File: config.mk
export PLATFORM = sky130hd
export DESIGN_NAME = modular_inverse_engine_core_flat
export DESIGN_NICKNAME = d
export VERILOG_FILES = /design/src/hdl/mie_pkg.sv /design/src/hdl/mie_if.sv /design/src/hdl/modular_inverse_engine_core.sv /design/src/hdl/mie_div.sv /design/src/hdl/mie_mmul.sv /design/src/flat_wrapper.sv
export SDC_FILE = /design/constraint.sdc
export NUM_CORES = 1
export LEC_CHECK = 0
export BUFFER_PORTS_ARGS = -buffer_cell sky130_fd_sc_hd__buf_2
export CAP_MARGIN = 20
export CORE_MARGIN = 2
export CORE_UTILIZATION = 54
export CTS_BUF_LIST = sky130_fd_sc_hd__clkbuf_8
export CTS_CLUSTER_SIZE = 10
export DETAILED_ROUTE_END_ITERATION = 6
export GPL_TIMING_DRIVEN = 0
export PLACE_DENSITY = 0.73
export SLEW_MARGIN = 25
export SYNTH_ARGS = -nofsm -noshare
export SYNTH_HDL_FRONTEND = slang
export SYNTH_SLANG_ARGS = --single-unit
File: constraint.sdc
create_clock -name clock -period 5 [get_ports clock]
set_clock_uncertainty 0.15 [all_clocks]
set_input_delay 1 -clock clock [delete_from_list [all_inputs] [get_ports clock]]
set_output_delay 1 -clock clock [all_outputs]
set_load 0.005 [all_outputs]
File: src/hdl/mie_pkg.sv
`timescale 1ns / 1ps
package mie_pkg;
   localparam int WIDTH_DEF = 16;

   localparam logic [1:0] CMD_POW    = 2'd0;
   localparam logic [1:0] CMD_FERMAT = 2'd1;
   localparam logic [1:0] CMD_EULER  = 2'd2;
   localparam logic [1:0] CMD_NONE   = 2'd3;

   localparam logic [1:0] ST_OK       = 2'd0;
   localparam logic [1:0] ST_NOT_COPR = 2'd1;
   localparam logic [1:0] ST_ZERO_MOD = 2'd2;
   localparam logic [1:0] ST_UNUSED   = 2'd3;
endpackage

File: src/hdl/mie_if.sv
`timescale 1ns / 1ps
interface mie_req_if #(parameter int W = mie_pkg::WIDTH_DEF);
   logic         valid;
   logic         ready;
   logic [1:0]   cmd;
   logic [W-1:0] base;
   logic [W-1:0] exponent;
   logic [W-1:0] modulus;
   modport source (output valid, cmd, base, exponent, modulus, input ready);
   modport sink   (input valid, cmd, base, exponent, modulus, output ready);
endinterface

interface mie_rsp_if #(parameter int W = mie_pkg::WIDTH_DEF);
   logic         valid;
   logic         ready;
   logic [W-1:0] result;
   logic [1:0]   status;
   modport source (output valid, result, status, input ready);
   modport sink   (input valid, result, status, output ready);
endinterface

File: src/hdl/modular_inverse_engine_core.sv
`timescale 1ns / 1ps
// Channel    Dir  Port      Word
// request    in   req_chan  cmd, base, exponent, modulus
// response   out  rsp_chan  result, status
//
// Flow: one word at a time. Power: one modular multiply per clear exponent bit,
// two per set bit (shared bit-serial modular multiplier), plus a division
// for the base reduction.
// Euler adds Euclid and trial division on one bit-serial divider.
// Reset: synchronous, clears the sequencer and the response valid.
// Stalls: a finished word waits in the response register; the next request
// is taken meanwhile, and only its completion waits for the register.
module modular_inverse_engine_core #(
   parameter int WIDTH = mie_pkg::WIDTH_DEF
) (
   input  logic       clock,
   input  logic       reset,
   mie_req_if.sink    req_chan,
   mie_rsp_if.source  rsp_chan
);
   localparam int SQW = 2 * WIDTH + 2;

   typedef enum logic [13:0] {
      S_IDLE      = 14'b00000000000001,
      S_GCD       = 14'b00000000000010,
      S_GCD_W     = 14'b00000000000100,
      S_TOT_EVEN  = 14'b00000000001000,
      S_TOT_CHK   = 14'b00000000010000,
      S_TOT_DIVN  = 14'b00000000100000,
      S_TOT_PHI   = 14'b00000001000000,
      S_TOT_STRIP = 14'b00000010000000,
      S_TOT_LAST  = 14'b00000100000000,
      S_POW_RED   = 14'b00001000000000,
      S_POW_LOOP  = 14'b00010000000000,
      S_POW_MUL   = 14'b00100000000000,
      S_POW_SQ    = 14'b01000000000000,
      S_FIN       = 14'b10000000000000
   } state_type;

   state_type        state_ff, state_in;
   logic [WIDTH-1:0] base_ff, base_in, mod_ff, mod_in, exp_ff, exp_in;
   logic [WIDTH-1:0] b_ff, b_in, acc_ff, acc_in;      // power loop
   logic [WIDTH-1:0] x_ff, x_in, y_ff, y_in;          // Euclid
   logic [WIDTH-1:0] n_ff, n_in, phi_ff, phi_in, p_ff, p_in;
   logic [SQW-1:0]   sq_ff, sq_in;                    // p*p, kept incrementally
   logic [WIDTH-1:0] res_ff, res_in;
   logic [1:0]       st_ff, st_in;
   logic             rsp_valid_ff, rsp_valid_in;
   logic [WIDTH-1:0] rsp_res_ff, rsp_res_in;
   logic [1:0]       rsp_st_ff, rsp_st_in;

   logic             div_start, div_done;
   logic [WIDTH-1:0] div_a, div_b, div_q, div_r;
   logic             mm_start, mm_done;
   logic [WIDTH-1:0] mm_a, mm_x, mm_p;
   logic             req_take, slot_free;

   mie_div #(.WIDTH(WIDTH)) u_div (
      .clock, .reset, .start(div_start), .dividend(div_a), .divisor(div_b),
      .done(div_done), .quot(div_q), .rem(div_r)
   );

   mie_mmul #(.WIDTH(WIDTH)) u_mmul (
      .clock, .reset, .start(mm_start), .a(mm_a), .x(mm_x), .m(mod_ff),
      .done(mm_done), .prod(mm_p)
   );

   assign req_chan.ready = (state_ff == S_IDLE);
   assign req_take       = req_chan.valid && (state_ff == S_IDLE);
   assign slot_free      = !rsp_valid_ff || rsp_chan.ready;

   always_comb begin
      state_in = state_ff;
      base_in = base_ff; mod_in = mod_ff; exp_in = exp_ff;
      b_in = b_ff; acc_in = acc_ff; x_in = x_ff; y_in = y_ff;
      n_in = n_ff; phi_in = phi_ff; p_in = p_ff; sq_in = sq_ff;
      res_in = res_ff; st_in = st_ff;
      rsp_valid_in = rsp_valid_ff && !rsp_chan.ready;
      rsp_res_in = rsp_res_ff; rsp_st_in = rsp_st_ff;
      div_start = 1'b0; div_a = base_ff; div_b = mod_ff;
      mm_start = 1'b0; mm_a = b_ff; mm_x = b_ff;

      unique case (state_ff)
         S_IDLE: begin
            if (req_take) begin
               base_in = req_chan.base;
               mod_in  = req_chan.modulus;
               res_in  = '0;
               st_in   = mie_pkg::ST_OK;
               if (req_chan.cmd == mie_pkg::CMD_NONE) begin
                  state_in = S_FIN;
               end else if (req_chan.modulus == '0) begin
                  st_in    = mie_pkg::ST_ZERO_MOD;
                  state_in = S_FIN;
               end else if (req_chan.cmd == mie_pkg::CMD_POW) begin
                  exp_in    = req_chan.exponent;
                  div_start = 1'b1;
                  div_a     = req_chan.base;
                  div_b     = req_chan.modulus;
                  state_in  = S_POW_RED;
               end else if (req_chan.cmd == mie_pkg::CMD_FERMAT) begin
                  if (req_chan.modulus < WIDTH'(2)) begin
                     res_in   = WIDTH'(1);
                     state_in = S_FIN;
                  end else begin
                     exp_in    = req_chan.modulus - WIDTH'(2);
                     div_start = 1'b1;
                     div_a     = req_chan.base;
                     div_b     = req_chan.modulus;
                     state_in  = S_POW_RED;
                  end
               end else begin
                  x_in     = req_chan.base;
                  y_in     = req_chan.modulus;
                  state_in = S_GCD;
               end
            end
         end
         S_GCD: begin
            if (y_ff == '0) begin
               if (x_ff != WIDTH'(1)) begin
                  st_in    = mie_pkg::ST_NOT_COPR;
                  state_in = S_FIN;
               end else begin
                  n_in     = mod_ff;
                  phi_in   = mod_ff[0] ? mod_ff : (mod_ff - (mod_ff >> 1));
                  state_in = S_TOT_EVEN;
               end
            end else begin
               div_start = 1'b1;
               div_a     = x_ff;
               div_b     = y_ff;
               state_in  = S_GCD_W;
            end
         end
         S_GCD_W: begin
            if (div_done) begin
               x_in     = y_ff;
               y_in     = div_r;
               state_in = S_GCD;
            end
         end
         S_TOT_EVEN: begin
            // strip factors of two, one per cycle
            if (!n_ff[0]) begin
               n_in = n_ff >> 1;
            end else begin
               p_in     = WIDTH'(3);
               sq_in    = SQW'(9);
               state_in = S_TOT_CHK;
            end
         end
         S_TOT_CHK: begin
            if (sq_ff <= {{(SQW-WIDTH){1'b0}}, n_ff}) begin
               div_start = 1'b1;
               div_a     = n_ff;
               div_b     = p_ff;
               state_in  = S_TOT_DIVN;
            end else if (n_ff > WIDTH'(1)) begin
               div_start = 1'b1;
               div_a     = phi_ff;
               div_b     = n_ff;
               state_in  = S_TOT_LAST;
            end else begin
               exp_in    = phi_ff - WIDTH'(1);
               div_start = 1'b1;
               state_in  = S_POW_RED;
            end
         end
         S_TOT_DIVN: begin
            if (div_done) begin
               if (div_r == '0) begin
                  n_in      = div_q;
                  div_start = 1'b1;
                  div_a     = phi_ff;
                  div_b     = p_ff;
                  state_in  = S_TOT_PHI;
               end else begin
                  p_in     = p_ff + WIDTH'(2);
                  sq_in    = sq_ff + {{(SQW-WIDTH-2){1'b0}}, p_ff, 2'b00} + SQW'(4);
                  state_in = S_TOT_CHK;
               end
            end
         end
         S_TOT_PHI: begin
            if (div_done) begin
               phi_in    = phi_ff - div_q;
               div_start = 1'b1;
               div_a     = n_ff;
               div_b     = p_ff;
               state_in  = S_TOT_STRIP;
            end
         end
         S_TOT_STRIP: begin
            if (div_done) begin
               if (div_r == '0) begin
                  n_in      = div_q;
                  div_start = 1'b1;
                  div_a     = div_q;
                  div_b     = p_ff;
               end else begin
                  p_in     = p_ff + WIDTH'(2);
                  sq_in    = sq_ff + {{(SQW-WIDTH-2){1'b0}}, p_ff, 2'b00} + SQW'(4);
                  state_in = S_TOT_CHK;
               end
            end
         end
         S_TOT_LAST: begin
            if (div_done) begin
               exp_in    = phi_ff - div_q - WIDTH'(1);
               div_start = 1'b1;
               state_in  = S_POW_RED;
            end
         end
         S_POW_RED: begin
            if (div_done) begin
               b_in     = div_r;
               acc_in   = WIDTH'(1);
               state_in = S_POW_LOOP;
            end
         end
         S_POW_LOOP: begin
            if (exp_ff == '0) begin
               res_in   = acc_ff;
               state_in = S_FIN;
            end else if (exp_ff[0]) begin
               mm_start = 1'b1;
               mm_x     = acc_ff;
               state_in = S_POW_MUL;
            end else begin
               mm_start = 1'b1;
               state_in = S_POW_SQ;
            end
         end
         S_POW_MUL: begin
            if (mm_done) begin
               acc_in   = mm_p;
               mm_start = 1'b1;
               state_in = S_POW_SQ;
            end
         end
         S_POW_SQ: begin
            if (mm_done) begin
               b_in     = mm_p;
               exp_in   = exp_ff >> 1;
               state_in = S_POW_LOOP;
            end
         end
         S_FIN: begin
            if (slot_free) begin
               rsp_valid_in = 1'b1;
               rsp_res_in   = res_ff;
               rsp_st_in    = st_ff;
               state_in     = S_IDLE;
            end
         end
         default: state_in = S_IDLE;
      endcase
   end

   always_ff @(posedge clock) begin
      if (reset) begin
         state_ff     <= S_IDLE;
         rsp_valid_ff <= 1'b0;
      end else begin
         state_ff     <= state_in;
         rsp_valid_ff <= rsp_valid_in;
      end
      base_ff <= base_in; mod_ff <= mod_in; exp_ff <= exp_in;
      b_ff <= b_in; acc_ff <= acc_in; x_ff <= x_in; y_ff <= y_in;
      n_ff <= n_in; phi_ff <= phi_in; p_ff <= p_in; sq_ff <= sq_in;
      res_ff <= res_in; st_ff <= st_in;
      rsp_res_ff <= rsp_res_in; rsp_st_ff <= rsp_st_in;
   end

   assign rsp_chan.valid  = rsp_valid_ff;
   assign rsp_chan.result = rsp_res_ff;
   assign rsp_chan.status = rsp_st_ff;

   // an error word always carries a zero residue
   a_err_zero: assert property (@(posedge clock) disable iff (reset)
      rsp_valid_ff && (rsp_st_ff != mie_pkg::ST_OK) |-> rsp_res_ff == '0)
      else $error("error word with non-zero result");

   a_st_code: assert property (@(posedge clock) disable iff (reset)
      rsp_valid_ff |-> rsp_st_ff != mie_pkg::ST_UNUSED)
      else $error("unused status code");

   a_mm_done: assert property (@(posedge clock) disable iff (reset)
      mm_done |-> (state_ff == S_POW_MUL) || (state_ff == S_POW_SQ))
      else $error("multiplier finished outside the power loop");

   a_div_done: assert property (@(posedge clock) disable iff (reset)
      div_done |-> (state_ff == S_GCD_W) || (state_ff == S_TOT_DIVN) ||
                   (state_ff == S_TOT_PHI) || (state_ff == S_TOT_STRIP) ||
                   (state_ff == S_TOT_LAST) || (state_ff == S_POW_RED))
      else $error("divider finished with nobody waiting");

   a_word_lost: assert property (@(posedge clock) disable iff (reset)
      rsp_valid_ff && !rsp_chan.ready |=> rsp_valid_ff)
      else $error("pending word dropped");
endmodule

File: src/hdl/mie_div.sv
`timescale 1ns / 1ps
// Restoring divider, one quotient bit per cycle. Divisor must be non-zero.
module mie_div #(parameter int WIDTH = mie_pkg::WIDTH_DEF) (
   input  logic             clock,
   input  logic             reset,
   input  logic             start,
   input  logic [WIDTH-1:0] dividend,
   input  logic [WIDTH-1:0] divisor,
   output logic             done,
   output logic [WIDTH-1:0] quot,
   output logic [WIDTH-1:0] rem
);
   localparam int CW = (WIDTH > 1) ? $clog2(WIDTH) : 1;

   logic             busy_ff, busy_in, done_ff, done_in;
   logic [CW-1:0]    cnt_ff, cnt_in;
   logic [WIDTH-1:0] rem_ff, rem_in, q_ff, q_in, d_ff, d_in;
   logic [WIDTH:0]   sh, diff;

   always_comb begin
      sh      = {rem_ff, q_ff[WIDTH-1]};
      diff    = sh - {1'b0, d_ff};
      busy_in = busy_ff;
      done_in = 1'b0;
      cnt_in  = cnt_ff;
      rem_in  = rem_ff;
      q_in    = q_ff;
      d_in    = d_ff;
      if (start) begin
         busy_in = 1'b1;
         cnt_in  = CW'(WIDTH - 1);
         rem_in  = '0;
         q_in    = dividend;
         d_in    = divisor;
      end else if (busy_ff) begin
         if (sh >= {1'b0, d_ff}) begin
            rem_in = diff[WIDTH-1:0];
            q_in   = {q_ff[WIDTH-2:0], 1'b1};
         end else begin
            rem_in = sh[WIDTH-1:0];
            q_in   = {q_ff[WIDTH-2:0], 1'b0};
         end
         cnt_in = cnt_ff - 1'b1;
         if (cnt_ff == '0) begin
            busy_in = 1'b0;
            done_in = 1'b1;
         end
      end
   end

   always_ff @(posedge clock) begin
      if (reset) begin
         busy_ff <= 1'b0;
         done_ff <= 1'b0;
      end else begin
         busy_ff <= busy_in;
         done_ff <= done_in;
      end
      cnt_ff <= cnt_in;
      rem_ff <= rem_in;
      q_ff   <= q_in;
      d_ff   <= d_in;
   end

   assign done = done_ff;
   assign quot = q_ff;
   assign rem  = rem_ff;
endmodule

File: src/hdl/mie_mmul.sv
`timescale 1ns / 1ps
// Interleaved modular multiply, multiplier scanned MSB first. Needs a < m.
module mie_mmul #(parameter int WIDTH = mie_pkg::WIDTH_DEF) (
   input  logic             clock,
   input  logic             reset,
   input  logic             start,
   input  logic [WIDTH-1:0] a,
   input  logic [WIDTH-1:0] x,
   input  logic [WIDTH-1:0] m,
   output logic             done,
   output logic [WIDTH-1:0] prod
);
   localparam int CW = (WIDTH > 1) ? $clog2(WIDTH) : 1;

   logic             busy_ff, busy_in, done_ff, done_in;
   logic [CW-1:0]    cnt_ff, cnt_in;
   logic [WIDTH-1:0] r_ff, r_in, a_ff, a_in, x_ff, x_in, m_ff, m_in;
   logic [WIDTH+1:0] t, m1, m2;

   always_comb begin
      m1 = {2'b00, m_ff};
      m2 = {1'b0, m_ff, 1'b0};
      t  = {1'b0, r_ff, 1'b0} + (x_ff[WIDTH-1] ? {2'b00, a_ff} : '0);
      busy_in = busy_ff;
      done_in = 1'b0;
      cnt_in  = cnt_ff;
      r_in    = r_ff;
      a_in    = a_ff;
      x_in    = x_ff;
      m_in    = m_ff;
      if (start) begin
         busy_in = 1'b1;
         cnt_in  = CW'(WIDTH - 1);
         r_in    = '0;
         a_in    = a;
         x_in    = x;
         m_in    = m;
      end else if (busy_ff) begin
         if (t >= m2)      r_in = WIDTH'(t - m2);
         else if (t >= m1) r_in = WIDTH'(t - m1);
         else              r_in = t[WIDTH-1:0];
         x_in   = {x_ff[WIDTH-2:0], 1'b0};
         cnt_in = cnt_ff - 1'b1;
         if (cnt_ff == '0) begin
            busy_in = 1'b0;
            done_in = 1'b1;
         end
      end
   end

   always_ff @(posedge clock) begin
      if (reset) begin
         busy_ff <= 1'b0;
         done_ff <= 1'b0;
      end else begin
         busy_ff <= busy_in;
         done_ff <= done_in;
      end
      cnt_ff <= cnt_in;
      r_ff   <= r_in;
      a_ff   <= a_in;
      x_ff   <= x_in;
      m_ff   <= m_in;
   end

   assign done = done_ff;
   assign prod = r_ff;
endmodule

File: src/flat_wrapper.sv
// flat-port wrapper written by rule: the top's interface ports become plain ports
module modular_inverse_engine_core_flat 
#(
   parameter int WIDTH = mie_pkg::WIDTH_DEF
)
  (clock, reset, req_chan_valid, req_chan_cmd, req_chan_base, req_chan_exponent, req_chan_modulus, req_chan_ready, rsp_chan_valid, rsp_chan_result, rsp_chan_status, rsp_chan_ready);
  mie_req_if #(.W((mie_pkg::WIDTH_DEF))) req_chan_i ();
  mie_rsp_if #(.W((mie_pkg::WIDTH_DEF))) rsp_chan_i ();
  input  logic clock;
  input  logic reset;
  input wire logic [$bits(req_chan_i.valid)-1:0] req_chan_valid;
  input wire logic [$bits(req_chan_i.cmd)-1:0] req_chan_cmd;
  input wire logic [$bits(req_chan_i.base)-1:0] req_chan_base;
  input wire logic [$bits(req_chan_i.exponent)-1:0] req_chan_exponent;
  input wire logic [$bits(req_chan_i.modulus)-1:0] req_chan_modulus;
  output wire logic [$bits(req_chan_i.ready)-1:0] req_chan_ready;
  output wire logic [$bits(rsp_chan_i.valid)-1:0] rsp_chan_valid;
  output wire logic [$bits(rsp_chan_i.result)-1:0] rsp_chan_result;
  output wire logic [$bits(rsp_chan_i.status)-1:0] rsp_chan_status;
  input wire logic [$bits(rsp_chan_i.ready)-1:0] rsp_chan_ready;
  assign req_chan_i.valid = req_chan_valid;
  assign req_chan_i.cmd = req_chan_cmd;
  assign req_chan_i.base = req_chan_base;
  assign req_chan_i.exponent = req_chan_exponent;
  assign req_chan_i.modulus = req_chan_modulus;
  assign req_chan_ready = req_chan_i.ready;
  assign rsp_chan_valid = rsp_chan_i.valid;
  assign rsp_chan_result = rsp_chan_i.result;
  assign rsp_chan_status = rsp_chan_i.status;
  assign rsp_chan_i.ready = rsp_chan_ready;
  modular_inverse_engine_core #(.WIDTH(WIDTH)) u_core (.clock(clock), .reset(reset), .req_chan(req_chan_i), .rsp_chan(rsp_chan_i));
endmodule
==> impl_metrics.toml, run 1 <==
[status]
status = "completed"

[detailed_routing]
wl_um = 82360
drtAntennaViolNets = 0
dr.pass1.iters = 6
routedWlPerCell_um = 25.62
via_per_inst = 6.543
drt_iter0_drc = 2336
vias = 21040
drc_errors = 0

[timing]
slew_viol_final = 0
max_freq_ghz = 0.2053
rsz0062_at_grt = "true"
period_share_pct = 97.40
finalCriticalPeriod_ns = 4.870
worst_pin_slew_ns = 1.113
slew_headroom_pct = 25.62
setup_ws_ns = 0.1302
setup_violations = 0
final_hold_viol_count = 0

[critical_path]
worst-path-stages = 20
cp.required_ns = 5.42
reg2reg_slack_ns = 0.13
r2r_end = "u_core.u_mmul.prod[15]$_SDFFE_PP0P_"
path_common_cell = "a21o_1"
crit_type = "flip-flop to flip-flop"
arrival_ns = 5.29
cp-end-kind = "flip-flop"
rr_startpoint = "u_core.u_mmul.x_ff[15]$_DFFE_PP_"
cp_cell_sequence = "buf_4 -> nand2_1 -> inv_1 -> ha_1 -> a21o_1 -> a21oi_2 -> o21ai_1 -> a311oi_1 -> o21bai_1 -> a21oi_2 -> xnor2_4 -> ha_4 -> a21o_1 -> a21o_1 -> a21o_1 -> a21o_1 -> a21oi_2 -> and3_4 -> nand3_2 -> o31ai_1"
startpoint_type = "flip-flop"
crit_buf_inv = 2
crit_path_max_incr_delay_ns = 0.48
critPathSlowestCell = "edfxtp_1"
crit_family = "compound AO/OA/AOI/OAI gates"
reg2reg_depth = 20
crit_fanout = 10

[power]
clockPowerShare_pct = 22.7
power_switching_uw = 5389
p_per_area_nw_per_um2 = 498.9
ir_drop_mv = 0.2860
power.internal_uw = 7903
share_comb_of_total_power_pct = 42.0
switching_share_pct = 40.54
power.leakage_uw = 0.01030
p_seq_share_pct = 35.3

[finish]
drive_gt1_share_pct = 12.63
fillers = 3749
largest_reg_flops = 31
largest_register = "u_core.sq_ff"
final_net_count = 2778
area_growth_pct = 12.48
final_area_um2 = 26640

[flow_run]
cap_violations = 0

[floorplan]
start_util_pct = 54.87
pin_count = 74
rows = 76
fp.dieW_um = 213.4
dieArea_um2 = 45560
core_area_um2 = 43170
die_y_um = 213.4

[global_route]
antenna_found_initial = 5
grtUsageMet2_pct = 59.14
grt_max_degree = 39
grt_remaining_overflow = 0
grt_pass1_vias = 20110
grt_use_met3_pct = 6.883
globalRouteMet1Util_pct = 44.05
grt-busiest-layer = "met2"
grt_pass1_wl_um = 121500
track_usage_pct = 36.07

[clock_tree]
cts_buffers = 67
clock-sinks = 365
root_buffer = "clkbuf_8"
clk_pin_slew_ns = 0.06
clk-insertion-delay-late_ns = 0.67
cts_tree = "built"
postCtsHoldBufs = 0
cts-htree-levels = 3
cts_max_path_buffers = 3

[synthesis]
synth_edf_count = 306
yosys_register_bits = 365
async_flop_share_pct = 0
yosysUniqueCellTypes = 101
syn_inst = 2421
synth.most_common_cell = "edfxtp_1"
yosysWarningCount = 0
syn_avg_cell_area_um2 = 9.785
synth_area_um2 = 23690
synthSimpleGateAreaFrac_pct = 16.66
synth_area_leaders = "edfxtp_1, ha_1, dfxtp_1"
ys_top_cells_by_count = "edfxtp_1, a21oi_1, nor2_1"
ys_seq_area_share_pct = 43.78
synth-compound-area-share_pct = 19.56
synth-adder-area-share_pct = 7.902
syn_nets = 2621
synth_top_family_by_area = "compound AO/OA/AOI/OAI gates"
yosysTopAreaCell = "edfxtp_1"
yosys-mux-area-fraction_pct = 3.586
synth-main-ff-cell = "edfxtp_1"
post_synth_xor_area_fraction_pct = 4.732
yosys.area.top_type_share_pct = 38.79

[placement]
placedInstanceArea_um2 = 24990
gp_congestion = 1.026
port_buffers = 72
dp_slack_ns = -0.8869
dp_hpwl_um = 63040

[min_path]
hold_start = "u_core.res_ff[12]$_SDFFCE_PP0P_"
holdPathEnd = "u_core.rsp_chan.result[12]$_DFFE_PP_"
min_path_cells = 0
hold_path.class = "flip-flop to flip-flop"
-- power by group through the flow --
| stage | Combinational [uW] | Sequential [uW] | Clock (uW) |
|---|---|---|---|
| after global routing | 6010 | 4690 | 3170 |
| final | 5580 | 4690 | 3020 |
| after CTS | 5330 | 4650 | 3050 |
| after detailed placement | 5250 | 4700 | 0 |
| after floorplan | 3840 | 4340 | 0 |
| after global placement | 5070 | 4710 | 0 |
-- how the worst max path moves through the flow --
stage / start / to / slack [ns]
after floorplan: u_core.state_ff[13]$_SDFFE_PP0P_ / u_core.x_ff[0]$_DFFE_PP_ / 0.26
after global placement: u_core.state_ff[13]$_SDFFE_PP0P_ / u_core.u_div.quot[12]$_DFFE_PP_ / -1.84
after detailed placement: u_core.u_mmul.x_ff[15]$_DFFE_PP_ / u_core.u_mmul.prod[15]$_SDFFE_PP0P_ / -0.89
after CTS: u_core.u_mmul.x_ff[15]$_DFFE_PP_ / u_core.u_mmul.prod[0]$_SDFFE_PP0P_ / -0.02
after global routing: u_core.u_mmul.x_ff[15]$_DFFE_PP_ / u_core.u_mmul.prod[5]$_SDFFE_PP0P_ / -0.04
final: u_core.u_mmul.x_ff[15]$_DFFE_PP_ / u_core.u_mmul.prod[15]$_SDFFE_PP0P_ / 0.13
-- cells in the final DEF (no fill, tap or decap), types with 53 or more instances in the layout --
| cell type | count |
|---|---|
| clkbuf_8 | 76 |
| o21ai_0 | 128 |
| inv_1 | 143 |
| buf_2 | 80 |
| ha_1 | 136 |
| dfxtp_1 | 59 |
| and2_1 | 53 |
| nor2_1 | 208 |
| nand2_1 | 199 |
| edfxtp_1 | 306 |
| xnor2_1 | 77 |
| clkbuf_1 | 74 |
| a21oi_1 | 214 |
-- layer usage --
layer	wire (um)	vias up	share of wire (%)
met5	27	-	0.033
li1	-	9458	-
met1	31210	10060	38
met3	7246	345	8.8
met4	5914	4	7.2
met2	37960	1165	46
-- what timing repair did --
action / CTS / global route
pin swaps: 2 / 5
setup buffers: 3 / 3
gates resized for setup: 16 / 28
endpoints found under the setup margin: 16 / 40
-- cells by family (layout without fill, tap and decap cells) --
group	count (synthesis)	count (layout)
DFF	365	365
adders and majority gates	146	146
buffers and inverters	223	431
xor gates and xnor gates	128	128
AOI/OAI and AO/OA	696	696
muxes	79	79
other	0	1
and+or+nand+nor	784	784
-- through the flow --
| stage | setup TNS [ns] | power, uW | cells | hold WS [ns] | util [%] |
|---|---|---|---|---|---|
| after floorplan | 0 | 8179 | 2421 | 0.2503 | - |
| after global placement | -124.41 | 9775 | 3078 | 0.2510 | 57.41 |
| after detailed placement | -11.83 | 9948 | 3089 | 0.2557 | 57.89 |
| after CTS | -0.01882 | 13020 | 3211 | 0.2668 | 61.31 |
| after global routing | -0.1534 | 13860 | 3215 | 0.2794 | 61.72 |
| final | 0 | 13290 | 3215 | 0.2671 | 61.72 |
-- area by class of cell --
| type | count | area (um^2) | share of cell area (%) |
|---|---|---|---|
| Tap cell | 585 | 732.0 | 2.747 |
| Antenna cell | 1 | 2.502 | 0.009392 |
| Inverter | 124 | 465.4 | 1.747 |
| Multi-Input combinational cell | 1833 | 12680 | 47.59 |
| Sequential cell | 365 | 10370 | 38.92 |
| Timing Repair Buffer | 89 | 566.8 | 2.127 |
| Clock inverter | 44 | 339.1 | 1.273 |
| Clock buffer | 76 | 1046 | 3.926 |
| Buffer | 98 | 442.9 | 1.662 |
No activity file was read; power rests on OpenSTA's default activity.
==> run 2: changes to the inputs <==
--- a/config.mk
+++ b/config.mk
@@ -7,7 +7,6 @@
 export LEC_CHECK = 0
 export BUFFER_PORTS_ARGS = -buffer_cell sky130_fd_sc_hd__buf_2
 export CAP_MARGIN = 20
-export CORE_MARGIN = 2
 export CORE_UTILIZATION = 54
 export CTS_BUF_LIST = sky130_fd_sc_hd__clkbuf_8
 export CTS_CLUSTER_SIZE = 10
==> run 2 against run 1 <==
Effect of this change: critical path depth fell by 12; global-route usage rose by 0.20 points; sequential power barely moved; first-iteration DRC count rose by 5.9%; largest cell class unchanged.
==> impl_metrics.toml, run 2 (synthesized netlist as in run 1, its figures left out) <==
[status]
status = "completed"

[placement]
gp_congestion = 1.056
port_buffers = 72
dp_slack_ns = -0.8184
dp.cells = 3090
dp_hpwl_um = 62130

[clock_tree]
clk-insertion-delay-late_ns = 0.65
cts_max_path_buffers = 3
clock-sinks = 365
cts_buffers = 67
postCtsHoldBufs = 0
cts-htree-levels = 3
root_buffer = "clkbuf_8"
cts_tree = "built"
clk_pin_slew_ns = 0.06

[finish]
ff_latch_area_um2 = 10370
largest_register = "u_core.sq_ff"
largest_reg_flops = 31
final_cell_mix = "edfxtp_1, a21oi_1, nor2_1"
multi_input_area_um2 = 12630
layout_commonest_cell = "edfxtp_1"
fillers = 3696
fin_cells = 3221
drive_gt1_share_pct = 12.38
final_net_count = 2781
area_growth_pct = 11.68

[timing]
setup_violations = 0
max_freq_ghz = 0.2050
slew_headroom_pct = 28.80
worst_pin_slew_ns = 1.063
finalCriticalPeriod_ns = 4.877
period_share_pct = 97.54
whs_ns = 0.2659
slew_viol_final = 0
final_hold_viol_count = 0
tns_ns = 0
setup_ws_ns = 0.1229

[detailed_routing]
drt_iter0_drc = 2473
wl_um = 81150
vias = 21010
drtAntennaViolNets = 0
routedWlPerCell_um = 25.19
drc_errors = 0
via_per_inst = 6.524
dr.pass1.iters = 6

[global_route]
grt_remaining_overflow = 0
antenna_found_initial = 3
grt_pass1_wl_um = 120400
track_usage_pct = 36.26
grt_max_degree = 39
grt_pass1_vias = 20090

[floorplan]
start_util_pct = 54.87
rows = 76
dieArea_um2 = 44710
core_area_um2 = 43170
fp.dieW_um = 211.4
die_y_um = 211.4
pin_count = 74

[critical_path]
crit_fanout = 10
crit_type = "flip-flop to output pin"
cp-end-kind = "output pin"
startpoint_type = "flip-flop"
cp.required_ns = 3.85
arrival_ns = 3.73

[power]
power.total_uw = 12890
ir_drop_mv = 0.2592
power.leakage_uw = 0.01023
p_per_area_nw_per_um2 = 487.3

[min_path]
hold_path.class = "flip-flop to flip-flop"

[flow_run]
cap_violations = 0
## run 2: cell count changes in the layout (fill, tap and decap cells not counted), moves of 3 or more
cell       change
bufinv_16      -4
clkbuf_8       -7
clkinv_1       +3
clkinv_2       +4
ha_1           +3
inv_1          +5
## run 2: path summary, 6_finish.rpt
path / from / endpoint / cells past startpoint / slack [ns]
hold / removal: u_core.res_ff[3]$_SDFFCE_PP0P_ / u_core.rsp_chan.result[3]$_DFFE_PP_ / 0 / 0.27
setup / recovery: u_core.state_ff[13]$_SDFFE_PP0P_ / req_chan_ready / 8 / 0.12
hold reg to reg: u_core.res_ff[3]$_SDFFCE_PP0P_ / u_core.rsp_chan.result[3]$_DFFE_PP_ / 0 / 0.27
setup reg to reg: u_core.u_mmul.x_ff[15]$_DFFE_PP_ / u_core.u_mmul.prod[8]$_SDFFE_PP0P_ / 23 / 0.13
## run 2: layout make-up
class | instances | share of cell area [%]
diodes | 2 | 0.01892
flip-flops and latches | 365 | 39.20
inverters | 124 | 1.759
well taps | 585 | 2.767
clock inverters | 53 | 1.078
multi-input cells | 1833 | 47.73
repair buffers | 92 | 2.209
plain buffers | 98 | 1.655
clock buffers | 69 | 3.590
## run 2: metal layers
metal / up-vias / GRT usage, % / wire (um)
met5: - / 0 / 0
li1: 9453 / - / -
met1: 10030 / 45.36 / 31170
met2: 1197 / 57.54 / 36860
met3: 332 / 6.023 / 7092
met4: 0 / 25.04 / 6025
## run 2: per-stage QoR
stage,utilization [%],cell area (um^2)
after global placement,57.41,24790
final,61.28,26460
after CTS,60.98,26320
after global routing,61.27,26450
after floorplan,-,23690
after detailed placement,57.91,25000
## run 2: power by group
part	total (uW)	internal (uW)	switching, uW
Clock	2700	1350	1340
Sequential	4680	4030	653
Combinational	5510	2180	3340
## run 2: worst max-delay path, stage by stage, from the launching register on
cell,delay [ns]
dfxtp_1,0.38
nor4_4,0.51
nand4_1,0.17
or3b_1,0.37
clkbuf_1,0.21
inv_2,0.13
clkbuf_1,0.48
clkbuf_1,0.58
buf_2,0.23
## run 2: repair_timing
item                       4_1_cts  5_1_grt
buffers inserted                 3        5
pin swaps                        3        4
setup endpoints to repair       16       39
gates resized for setup         18       17
gates cloned                     0        0
